File: src/sv/icmpm_pkg.sv
// Shared types and constants for the ICMP response matcher.
// Used by the register block, the byte parser and the top level.
package icmpm_pkg;

  localparam int MAX_PACKET_BYTES = 1024;
  localparam int CNT_W            = $clog2(MAX_PACKET_BYTES + 1);
  localparam int ICMP_HDR_BYTES   = 8;
  localparam int HLEN_W           = 6;
  localparam int ADDR_W           = 4;
  localparam int DATA_W           = 32;

  // Byte offsets of the id and sequence fields within an ICMP header.
  localparam logic [CNT_W-1:0] REL_ID_HI  = CNT_W'(4);
  localparam logic [CNT_W-1:0] REL_ID_LO  = CNT_W'(5);
  localparam logic [CNT_W-1:0] REL_SEQ_HI = CNT_W'(6);
  localparam logic [CNT_W-1:0] REL_SEQ_LO = CNT_W'(7);

  localparam logic [7:0] TE_TYPE_RESET = 8'd11;

  typedef enum logic [1:0] {
    REG_EXPECTED_ID   = 2'd0,
    REG_EXPECTED_SEQ  = 2'd1,
    REG_ECHO_TYPE     = 2'd2,
    REG_TE_TYPE       = 2'd3
  } reg_idx_t;

  typedef enum logic [1:0] {
    ST_ACCEPTED     = 2'd0,
    ST_TOO_SHORT    = 2'd1,
    ST_UNKNOWN_TYPE = 2'd2,
    ST_MISMATCH     = 2'd3
  } status_t;

  typedef struct packed {
    logic [15:0] expected_id;
    logic [15:0] expected_seq;
    logic [7:0]  echo_type;
    logic [7:0]  te_type;
  } cfg_t;

  typedef struct packed {
    status_t     status;
    logic        is_te;
    logic [31:0] source;
  } res_t;

endpackage

File: src/sv/icmpm_cfg_regs.sv
// APB-style configuration registers of the ICMP response matcher.
// Depends on icmpm_pkg for the register map and the cfg_t bundle.
module icmpm_cfg_regs import icmpm_pkg::*; (
  input  logic              clk,
  input  logic              rst_n,
  input  logic              psel,
  input  logic              penable,
  input  logic              pwrite,
  input  logic [ADDR_W-1:0] paddr,
  input  logic [DATA_W-1:0] pwdata,
  output logic [DATA_W-1:0] prdata,
  output logic              pready,
  output cfg_t              cfg
);

  cfg_t     cfg_r;
  cfg_t     cfg_nxt;
  reg_idx_t idx;
  logic     wr_en;

  assign idx    = reg_idx_t'(paddr[ADDR_W-1:2]);
  assign wr_en  = psel & penable & pwrite;
  assign pready = 1'b1;
  assign cfg    = cfg_r;

  always_comb begin
    cfg_nxt = cfg_r;
    if (wr_en) begin
      unique case (idx)
        REG_EXPECTED_ID:  cfg_nxt.expected_id  = pwdata[15:0];
        REG_EXPECTED_SEQ: cfg_nxt.expected_seq = pwdata[15:0];
        REG_ECHO_TYPE:    cfg_nxt.echo_type    = pwdata[7:0];
        REG_TE_TYPE:      cfg_nxt.te_type      = pwdata[7:0];
      endcase
    end
  end

  always_comb begin
    unique case (idx)
      REG_EXPECTED_ID:  prdata = {16'h0000, cfg_r.expected_id};
      REG_EXPECTED_SEQ: prdata = {16'h0000, cfg_r.expected_seq};
      REG_ECHO_TYPE:    prdata = {24'h000000, cfg_r.echo_type};
      REG_TE_TYPE:      prdata = {24'h000000, cfg_r.te_type};
    endcase
  end

  always_ff @(posedge clk) begin
    if (!rst_n) begin
      cfg_r.expected_id  <= '0;
      cfg_r.expected_seq <= '0;
      cfg_r.echo_type    <= '0;
      cfg_r.te_type      <= TE_TYPE_RESET;
    end else begin
      cfg_r <= cfg_nxt;
    end
  end

endmodule

File: src/sv/icmpm_parser.sv
// Per-packet parse state of the ICMP response matcher and the result logic.
// Depends on icmpm_pkg; the result is registered by the top level.
module icmpm_parser import icmpm_pkg::*; (
  input  logic       clk,
  input  logic       rst_n,
  input  cfg_t       cfg,
  input  logic       step,
  input  logic [7:0] pkt_byte,
  input  logic       last,
  output res_t       res
);

  logic [CNT_W-1:0]  count_r,  count_nxt;
  logic [HLEN_W-1:0] ohb_r,    ohb_nxt;
  logic [7:0]        mtype_r,  mtype_nxt;
  logic [HLEN_W-1:0] ihb_r,    ihb_nxt;
  logic [15:0]       id_r,     id_nxt;
  logic [15:0]       seq_r,    seq_nxt;
  logic [31:0]       src_r,    src_nxt;
  logic [1:0]        seen_r,   seen_nxt;

  logic [HLEN_W-1:0] h;
  logic [CNT_W-1:0]  h_ext;
  logic [CNT_W-1:0]  ib;
  logic [CNT_W-1:0]  base;
  logic [CNT_W-1:0]  rel;
  logic              in_range;
  logic              is_echo;
  logic              is_te;
  logic              take_en;
  logic              have_type;
  logic              fin_echo;
  logic              fin_te;

  assign h        = (count_r == '0) ? {pkt_byte[3:0], 2'b00} : ohb_r;
  assign h_ext    = CNT_W'(h);
  assign ib       = h_ext + CNT_W'(ICMP_HDR_BYTES);
  assign base     = ib + CNT_W'(ihb_r);
  assign in_range = count_r < CNT_W'(MAX_PACKET_BYTES);
  // Classification during the packet uses the type held before this byte.
  assign is_echo  = (mtype_r == cfg.echo_type);
  assign is_te    = !is_echo && (mtype_r == cfg.te_type);

  always_comb begin
    count_nxt = count_r;
    ohb_nxt   = ohb_r;
    mtype_nxt = mtype_r;
    ihb_nxt   = ihb_r;
    id_nxt    = id_r;
    seq_nxt   = seq_r;
    src_nxt   = src_r;
    seen_nxt  = seen_r;
    take_en   = 1'b0;
    rel       = count_r - h_ext;

    if (in_range) begin
      if (count_r == '0) ohb_nxt = h;
      if (count_r[CNT_W-1:2] == (CNT_W-2)'(3)) begin
        unique case (count_r[1:0])
          2'd0: src_nxt[31:24] = pkt_byte;
          2'd1: src_nxt[23:16] = pkt_byte;
          2'd2: src_nxt[15:8]  = pkt_byte;
          2'd3: src_nxt[7:0]   = pkt_byte;
        endcase
      end
      if (count_r == h_ext) mtype_nxt = pkt_byte;
      if (count_r > h_ext) begin
        if (is_echo) begin
          take_en = 1'b1;
        end else if (is_te) begin
          if (count_r == ib) begin
            ihb_nxt = {pkt_byte[3:0], 2'b00};
          end else if (count_r > base) begin
            take_en = 1'b1;
            rel     = count_r - base;
          end
        end
      end
      if (take_en) begin
        if (rel == REL_ID_HI) begin
          id_nxt = {pkt_byte, 8'h00};
        end else if (rel == REL_ID_LO) begin
          id_nxt[7:0] = pkt_byte;
          seen_nxt[0] = 1'b1;
        end else if (rel == REL_SEQ_HI) begin
          seq_nxt = {pkt_byte, 8'h00};
        end else if (rel == REL_SEQ_LO) begin
          seq_nxt[7:0] = pkt_byte;
          seen_nxt[1] = 1'b1;
        end
      end
      count_nxt = count_r + CNT_W'(1);
    end

    // The closing verdict looks at the state including this byte.
    have_type  = count_nxt > h_ext;
    fin_echo   = have_type && (mtype_nxt == cfg.echo_type);
    fin_te     = have_type && !fin_echo && (mtype_nxt == cfg.te_type);
    res.is_te  = fin_te;
    res.source = src_nxt;
    priority if (count_nxt < ib) begin
      res.status = ST_TOO_SHORT;
    end else if (!fin_echo && !fin_te) begin
      res.status = ST_UNKNOWN_TYPE;
    end else if (fin_te && seen_nxt != 2'b11) begin
      res.status = ST_TOO_SHORT;
    end else if (id_nxt != cfg.expected_id || seq_nxt != cfg.expected_seq) begin
      res.status = ST_MISMATCH;
    end else begin
      res.status = ST_ACCEPTED;
    end

    if (last) begin
      count_nxt = '0;
      ohb_nxt   = '0;
      mtype_nxt = '0;
      ihb_nxt   = '0;
      id_nxt    = '0;
      seq_nxt   = '0;
      src_nxt   = '0;
      seen_nxt  = '0;
    end
  end

  always_ff @(posedge clk) begin
    if (!rst_n) begin
      count_r <= '0;
      ohb_r   <= '0;
      mtype_r <= '0;
      ihb_r   <= '0;
      id_r    <= '0;
      seq_r   <= '0;
      src_r   <= '0;
      seen_r  <= '0;
    end else if (step) begin
      count_r <= count_nxt;
      ohb_r   <= ohb_nxt;
      mtype_r <= mtype_nxt;
      ihb_r   <= ihb_nxt;
      id_r    <= id_nxt;
      seq_r   <= seq_nxt;
      src_r   <= src_nxt;
      seen_r  <= seen_nxt;
    end
  end

endmodule

File: src/sv/icmp_response_matcher.sv
// Channel   | Handshake            | Payload
// in        | in_valid / in_ready  | in_packet_byte, in_last_byte
// out       | out_valid / out_ready| out_status, out_is_time_exceeded, out_source_address
// config    | psel/penable/pwrite  | paddr, pwdata, prdata, pready
//
// One byte is taken every cycle unless a closing byte is stalled in the input register. The
// verdict of a packet is loaded into the output register at the edge at which its last
// byte leaves the input register.
// Reset (rst_n, synchronous) clears the parse state and loads the register defaults.
// A result held in the output register stalls only a closing byte in the input register.
// Top level of the ICMP response matcher; uses icmpm_pkg, icmpm_cfg_regs and icmpm_parser.
module icmp_response_matcher import icmpm_pkg::*; (
  input  logic              clk,
  input  logic              rst_n,
  input  logic              in_valid,
  output logic              in_ready,
  input  logic [7:0]        in_packet_byte,
  input  logic              in_last_byte,
  output logic              out_valid,
  input  logic              out_ready,
  output logic [1:0]        out_status,
  output logic              out_is_time_exceeded,
  output logic [31:0]       out_source_address,
  input  logic              psel,
  input  logic              penable,
  input  logic              pwrite,
  input  logic [ADDR_W-1:0] paddr,
  input  logic [DATA_W-1:0] pwdata,
  output logic [DATA_W-1:0] prdata,
  output logic              pready
);

  cfg_t       cfg;
  res_t       res;
  logic       s1_valid_r, s1_valid_nxt;
  logic [7:0] s1_byte_r;
  logic       s1_last_r;
  logic       s1_adv;
  logic       out_valid_r, out_valid_nxt;
  res_t       out_res_r;

  icmpm_cfg_regs u_cfg (
    .clk     (clk),
    .rst_n   (rst_n),
    .psel    (psel),
    .penable (penable),
    .pwrite  (pwrite),
    .paddr   (paddr),
    .pwdata  (pwdata),
    .prdata  (prdata),
    .pready  (pready),
    .cfg     (cfg)
  );

  icmpm_parser u_parser (
    .clk      (clk),
    .rst_n    (rst_n),
    .cfg      (cfg),
    .step     (s1_adv),
    .pkt_byte (s1_byte_r),
    .last     (s1_last_r),
    .res      (res)
  );

  // Only a closing byte needs room in the output register; other bytes always drain.
  assign s1_adv   = s1_valid_r && (!s1_last_r || !out_valid_r || out_ready);
  assign in_ready = !s1_valid_r || s1_adv;

  always_comb begin
    s1_valid_nxt = s1_valid_r;
    if (s1_adv) s1_valid_nxt = 1'b0;
    if (in_valid && in_ready) s1_valid_nxt = 1'b1;
    out_valid_nxt = out_valid_r;
    if (out_ready) out_valid_nxt = 1'b0;
    if (s1_adv && s1_last_r) out_valid_nxt = 1'b1;
  end

  always_ff @(posedge clk) begin
    if (!rst_n) begin
      s1_valid_r  <= 1'b0;
      out_valid_r <= 1'b0;
    end else begin
      s1_valid_r  <= s1_valid_nxt;
      out_valid_r <= out_valid_nxt;
    end
  end

  always_ff @(posedge clk) begin
    if (in_valid && in_ready) begin
      s1_byte_r <= in_packet_byte;
      s1_last_r <= in_last_byte;
    end
    if (s1_adv && s1_last_r) out_res_r <= res;
  end

  assign out_valid            = out_valid_r;
  assign out_status           = out_res_r.status;
  assign out_is_time_exceeded = out_res_r.is_te;
  assign out_source_address   = out_res_r.source;

`ifndef SYNTHESIS
  a_last_gives_result: assert property (@(posedge clk) disable iff (!rst_n)
    s1_adv && s1_last_r |=> out_valid_r)
    else $error("closing byte did not load a result");

  a_stall_holds_byte: assert property (@(posedge clk) disable iff (!rst_n)
    s1_valid_r && !s1_adv |=> s1_valid_r && $stable(s1_byte_r) && $stable(s1_last_r))
    else $error("stalled byte was lost or overwritten");

  a_unknown_not_te: assert property (@(posedge clk) disable iff (!rst_n)
    out_valid_r && out_res_r.status == ST_UNKNOWN_TYPE |-> !out_res_r.is_te)
    else $error("unknown type flagged as time exceeded");
`endif

endmodule

File: config.mk
export PLATFORM = sky130hd
export DESIGN_NAME = icmp_response_matcher
export DESIGN_NICKNAME = d
export VERILOG_FILES = /design/src/sv/icmpm_pkg.sv /design/src/sv/icmpm_cfg_regs.sv /design/src/sv/icmpm_parser.sv /design/src/sv/icmp_response_matcher.sv
export SDC_FILE = /design/constraint.sdc
export NUM_CORES = 1
export LEC_CHECK = 0
export ABC_CLOCK_PERIOD_IN_PS = 19850
export BUFFER_PORTS_ARGS = -buffer_cell sky130_fd_sc_hd__buf_2
export CAP_MARGIN = 15
export CORE_MARGIN = 2
export CORE_UTILIZATION = 55
export CTS_BUF_LIST = sky130_fd_sc_hd__clkbuf_16
export DETAILED_ROUTE_END_ITERATION = 12
export GPL_TIMING_DRIVEN = 1
export PLACE_DENSITY_LB_ADDON = 0.08
export SYNTH_ARGS = -nofsm -noshare
export SYNTH_HDL_FRONTEND = slang
export SYNTH_HIERARCHICAL = 1
export SYNTH_SLANG_ARGS = --single-unit
File: constraint.sdc
create_clock -name clk -period 19.85 [get_ports clk]
set_input_delay 1.985 -clock clk [delete_from_list [all_inputs] [get_ports clk]]
set_output_delay 1.985 -clock clk [all_outputs]
set_load 0.05 [all_outputs]
Word-level counts from Yosys, hierarchy flattened --
Cells that the tools add are included.
Storage, ports and cells: bits in registers 191, input port bits 52, output and inout port bits 70, word-level logic and storage cells 151
Cells by class: bitwise operators 2, eq/ne operators 21, $lt $le $gt $ge 5, add/sub/neg operators 5, reductions and logical operators 35, multiplexer cells 64
Operator list (count):
- $mux 16 | 8
- $pmux 32 s4 | 1
- $mux 8 | 13
- $mux 32 | 3
- $mux 11 | 8
- $mux 6 | 10
- $eq 11x3->1 const B | 4
- $eq 8x8->1 | 4
- $ne 16x16->1 | 2
- $gt 11x6->1 | 2
- $mux 1 | 14
- $mux 2 | 7
- $reduce_bool 2->1 | 7
- $add 11x1->11 const B | 1
- $add 11x6->11 | 1
- $eq 11x11->1 | 1
- $eq 11x6->1 | 1
- $gt 11x11->1 | 1
- $logic_not 11->1 | 1
- $lt 11x11->1 | 1
- $lt 11x11->1 const B | 1
- $sub 11x11->11 | 1
- $sub 11x6->11 | 1
- $eq 9x2->1 const B | 1
- other kinds (12) | 38

Depth between registers and ports, before layout --
depth after elaboration 23, mapped depth 28, depth with buffers taken out 25

Modules after synthesis --
The synthesis kept the hierarchy.
By module, submodules not included:
- icmpm_parser | instances 1, sequential area each 1901.8 um^2, area an instance 7624.8 um^2, cells an instance 989
- icmpm_cfg_regs | instances 1, sequential area each 960.9 um^2, area an instance 2278.4 um^2, cells an instance 228
- icmp_response_matcher | instances 1, sequential area each 1361.3 um^2, area an instance 1438.9 um^2, cells an instance 56

Least setup slack after synthesis --
No wires, ideal clock.
path type reg2reg, start point reg u_parser.count_r[7], end point reg out_res_r (netlist bit out_status[0]) (data pin), stages on the path, launching flop included 28, path buffers 5, data required time 19.586 ns, path slack 13.525 ns, arrival 6.061 ns, clock period less this slack 6.325 ns, library setup time 0.264 ns, path through dfxtp_1 > buf_6 > or4_4 > buf_6 > or3_1 > buf_2 > clkbuf_1 > mux2i_1 > inv_1 > ha_1 > xor2_1 > mux2_4 > ha_1 > xnor2_1 > ha_1 > clkbuf_1 > o211ai_1 > a21oi_1 > nor2_1 > or4_1 > nand2b_1 > o32ai_1 > nand4_1 > mux2i_1 > nand2_1 > o2111ai_1 > nor4_2 > a21boi_1
Between the ends: cells in the longest elaborated chain, start to end 23, elaborated cells on any way between the ends 68, classes of those cells 5 x add/sub; 5 x order compare; 11 x eq/ne; 38 x mux; 9 x reduce/logical
Ends and longest elaborated chain:
- start: declaration | line icmpm_parser.sv:13 | logic [CNT_W-1:0] count_r, count_nxt;
- start signal: assignment | line icmpm_parser.sv:136 | count_r <= count_nxt;
- $logic_not 11->1 | line icmpm_parser.sv:35 | assign h = (count_r == '0) ? {pkt_byte[3:0], 2'b00} : ohb_r;
- $mux 6 | line icmpm_parser.sv:35
- $add 6x4->7 | line icmpm_parser.sv:37 | assign ib = h_ext + CNT_W'(ICMP_HDR_BYTES);
- $add 11x6->11 | line icmpm_parser.sv:38 | assign base = ib + CNT_W'(ihb_r);
- $sub 11x11->11 / $gt 11x11->1 (equally long branches) | line icmpm_parser.sv:75, icmpm_parser.sv:73
- $mux 11 | line icmpm_parser.sv:73 | end else if (count_r > base) begin
- $mux 11 | line icmpm_parser.sv:71 | if (count_r == ib) begin
- $mux 11 | line icmpm_parser.sv:70 | end else if (is_te) begin
- (+7 left out)
- $mux 16 | line icmpm_parser.sv:80 | if (rel == REL_ID_HI) begin
- $mux 16 | line icmpm_parser.sv:79 | if (take_en) begin
- $mux 16 | line icmpm_parser.sv:56 | if (in_range) begin
- $ne 16x16->1 | line icmpm_parser.sv:107 | end else if (id_nxt != cfg.expected_id || seq_nxt != cfg.expected_seq) begin
- $logic_or 1x1->1 | line icmpm_parser.sv:107
- $mux 2 | line icmpm_parser.sv:107
- $mux 2 | line icmpm_parser.sv:105 | end else if (fin_te && seen_nxt != 2'b11) begin
- $mux 2 | line icmpm_parser.sv:103 | end else if (!fin_echo && !fin_te) begin
- end signal: assignment | line icmp_response_matcher.sv:93 | if (s1_adv && s1_last_r) out_res_r <= res;
- end: declaration | line icmp_response_matcher.sv:40 | res_t out_res_r;
Parallel ways exist; a longest one is shown, timed or not. The select of a mux whose other input is x is not followed. A chain may end at the register's enable or synchronous reset.

Final worst setup path --
start point reg u_parser.count_r[0], end point reg out_res_r (netlist bit out_status[0]) (data pin)
Same word-level chain as after synthesis.

==> results_dict.tcl <==
set metrics [dict create \
    clock_path_buffers 2 \
    row_count 52 \
    synth_edf_count 44 \
    swShare_pct 29.96 \
    p_switching_uw 258.1 \
    ioPinCount 122 \
    multi_input_area_um2 6487 \
    drv_slew 0 \
    areaGrowthSynthToFinish_pct 9.664 \
    grt_max_degree 83 \
    fin_crit_ns 7.723 \
    ir_worst_vdd_v 0.00006255 \
    yosysWarnings 6 \
    htreeDepth 4 \
    routabilityCongestion 0.9831 \
    fin_skew_ns 0.01877 \
    hold_class "flop to flop" \
    dieArea_um2 21790 \
    max_freq_ghz 0.1295 \
    p_seq_share_pct 46.7 \
    coreArea_um2 20230 \
    tightest_slew_ns 1.237 \
    pwr-share-clk_pct 41.8 \
    cts_resized 0 \
    vias 9463 \
    clock_sinks 189 \
    port_buffers 86 \
    ff_latch_area_um2 4224 \
    syn-cell-area_um2 11340 \
    hold_buffers 0 \
    cts_setup_buffers 0 \
    powerDensity_nw_per_um2 69.25 \
    fill_cells 1793 \
    grt_use_met1_pct 38.11 \
    cts-root-buf "clkbuf_16" \
    drtPass1Iterations 6 \
    vias_per_cell 5.925 \
    status "complete, no violations" \
    grtUsageMet2_pct 45.49 \
    grt_pass1_vias 9000 \
    start_kind "flop" \
    yosysSeqAreaShare_pct 37.24 \
    clkTransAtPathRegs_ns 0.08 \
    avgSynthCellArea_um2 8.910 \
    synth.distinct_cells 87 \
    comb_power_share_pct 11.5 \
    path_max_fanout 14 \
    drt_wl_total_mm 30.61 \
    synth_async_sr_flop_share_pct 0 \
    cp-end-kind "flop" \
    cap_violations 0 \
    setup-violations-final 0 \
    drt_iter0_drc 881 \
    maxSlewHeadroom_pct 16.74 \
    internal_power_uw 603.3 \
    insertion_delay_ns 0.45 \
    grt_pass1_wl_mm 48.69 \
    met3_usage_pct 5.432 \
    synthFlopType "dfxtp_1" \
    drc_errors 0 \
    dpl_worst_slack_ns 12.24 \
    initial_utilization_pct 56.05 \
    required_ns 20.02 \
    layout_common_cells "nand2_1, dfxtp_1, nor2b_1, buf_2, mux2i_1" \
    synthCells 1273 \
    grt_overflow 0 \
    period_share_pct 38.91 \
    antenna_found_initial 0 \
    setup_tns_ns 0 \
    path_class "flop to flop" \
    fp.dieW_um 147.6 \
    finalHoldViolCount 0 \
    synth-seq-cells 189 \
    place_hpwl_mm 21.00 \
    worstPathArrival_ns 7.89 \
    grt_busiest_layer "met2" \
    num_antenna_cells 0 \
    layout_setup_ws_ns 12.13 \
    antenna_left 0 \
    gr-usage-all-layers_pct 28.43 \
    die_h_um 147.6 \
    cts_buffers 17 \
    cts_tree "built" \
    leakagePower_nw 4.959 \
    nNetsFinal 1400 \
    rsz0062_at_grt "false" \
    layout-drive-gt1-share_pct 14.24 \
    post_drt_wl_per_cell_um 19.17 \
]
routing by layer:
layer	vias to the layer above	routed length, um
li1	4543	-
met1	4462	13370
met2	395	14090
met3	63	2147
met4	0	1003
met5	-	0
cells by family after synthesis:
family                     synth area share [%]
AOI/OAI and AO/OA                         15.29
buffers and inverters                     6.288
adders and majority gates                 3.883
muxes                                     10.99
other                                   0.06621
xor gates and xnor gates                  5.251
and+or+nand+nor                           20.99
DFF                                       37.24
sequential cells by signal, summed over array words and instances (netlist names):
signal / flops
out_is_time_exceeded: 1
out_source_address: 32
out_status: 2
out_valid: 1
s1_byte_r: 8
s1_last_r: 1
s1_valid_r: 1
u_cfg/cfg: 48
u_parser/count_r: 11
u_parser/id_r: 16
u_parser/ihb_r: 4
u_parser/mtype_r: 8
u_parser/ohb_r: 6
u_parser/seen_r: 2
u_parser/seq_r: 16
u_parser/src_r: 32
Yosys cell counts, types with 35 or more instances:
| master | n | share of area, % |
|---|---|---|
| dfxtp_1 | 145 | 26 |
| nand2_1 | 145 | 4.8 |
| nor2b_1 | 101 | 5.6 |
| mux2i_1 | 75 | 6.6 |
| a21oi_1 | 66 | 2.9 |
| inv_1 | 58 | 1.9 |
| nor2_1 | 56 | 1.9 |
| clkbuf_1 | 54 | 1.8 |
| o21ai_0 | 53 | 2.3 |
| edfxtp_1 | 44 | 12 |
| xor2_1 | 38 | 2.9 |
| nand3_1 | 35 | 1.5 |
power groups by stage:
stage               combinational, mW  clock, mW  sequential, mW
finish                         0.0992      0.360           0.402
global route                    0.107      0.382           0.403
CTS                            0.0982      0.366           0.402
detailed placement             0.0974          0           0.411
global placement               0.0969          0           0.411
floorplan                      0.0691          0           0.416
critical path: stages (launching register included):
cell and delay, ns:
dfxtp_1 0.37, inv_1 0.18, ha_1 0.21, or3b_2 0.45, or3_1 0.54, mux2i_1 0.45, inv_1 0.09, ha_1 0.23
xor2_1 0.17, mux2_4 0.30, ha_1 0.32, a21oi_1 0.21, xor2_1 0.12, ha_1 0.39, o211ai_1 0.14, a21oi_1 0.22
nor2_1 0.05, or4_1 0.48, nand2b_1 0.24, o32ai_1 0.55, nand4_1 0.46, mux2i_1 0.22, nand2_1 0.16, o2111ai_1 0.21
nor4_2 0.50, a21boi_1 0.18
worst paths after layout:
check	cells past startpoint	slack, ns	end	from
max reg2reg	25	12.13	out_status[0]$_DFFE_PP_	u_parser/count_r[0]$_SDFFE_PN0P_
min reg2reg	2	0.45	u_parser/id_r[8]$_SDFFE_PN0P_	u_parser/id_r[8]$_SDFFE_PN0P_
max	25	12.13	out_status[0]$_DFFE_PP_	u_parser/count_r[0]$_SDFFE_PN0P_
min	2	0.45	u_parser/id_r[8]$_SDFFE_PN0P_	u_parser/id_r[8]$_SDFFE_PN0P_
final cells by class:
type                            instances  area share (%)
Sequential cell                       189           33.96
Clock buffer                           17           3.420
Inverter                               60           1.811
Timing Repair Buffer                   99           4.265
Tap cell                              270           2.716
Multi-Input combinational cell        947           52.16
Clock inverter                         15           1.670
per-stage QoR:
| stage | power [mW] | utilization, % | area, um2 | hold slack [ns] | instances |
|---|---|---|---|---|---|
| 2_1_floorplan | 0.4849 | - | 11400 | 0.4301 | 1288 |
| 3_3_place_gp | 0.5080 | 58.34 | 11810 | 0.4376 | 1565 |
| 3_5_place_dp | 0.5086 | 58.34 | 11810 | 0.4466 | 1565 |
| 4_1_cts | 0.8661 | 61.47 | 12440 | 0.4573 | 1597 |
| 5_1_grt | 0.8921 | 61.47 | 12440 | 0.4843 | 1597 |
| 6_report | 0.8614 | 61.47 | 12440 | 0.4548 | 1597 |
(Power assumes the default switching activity.)
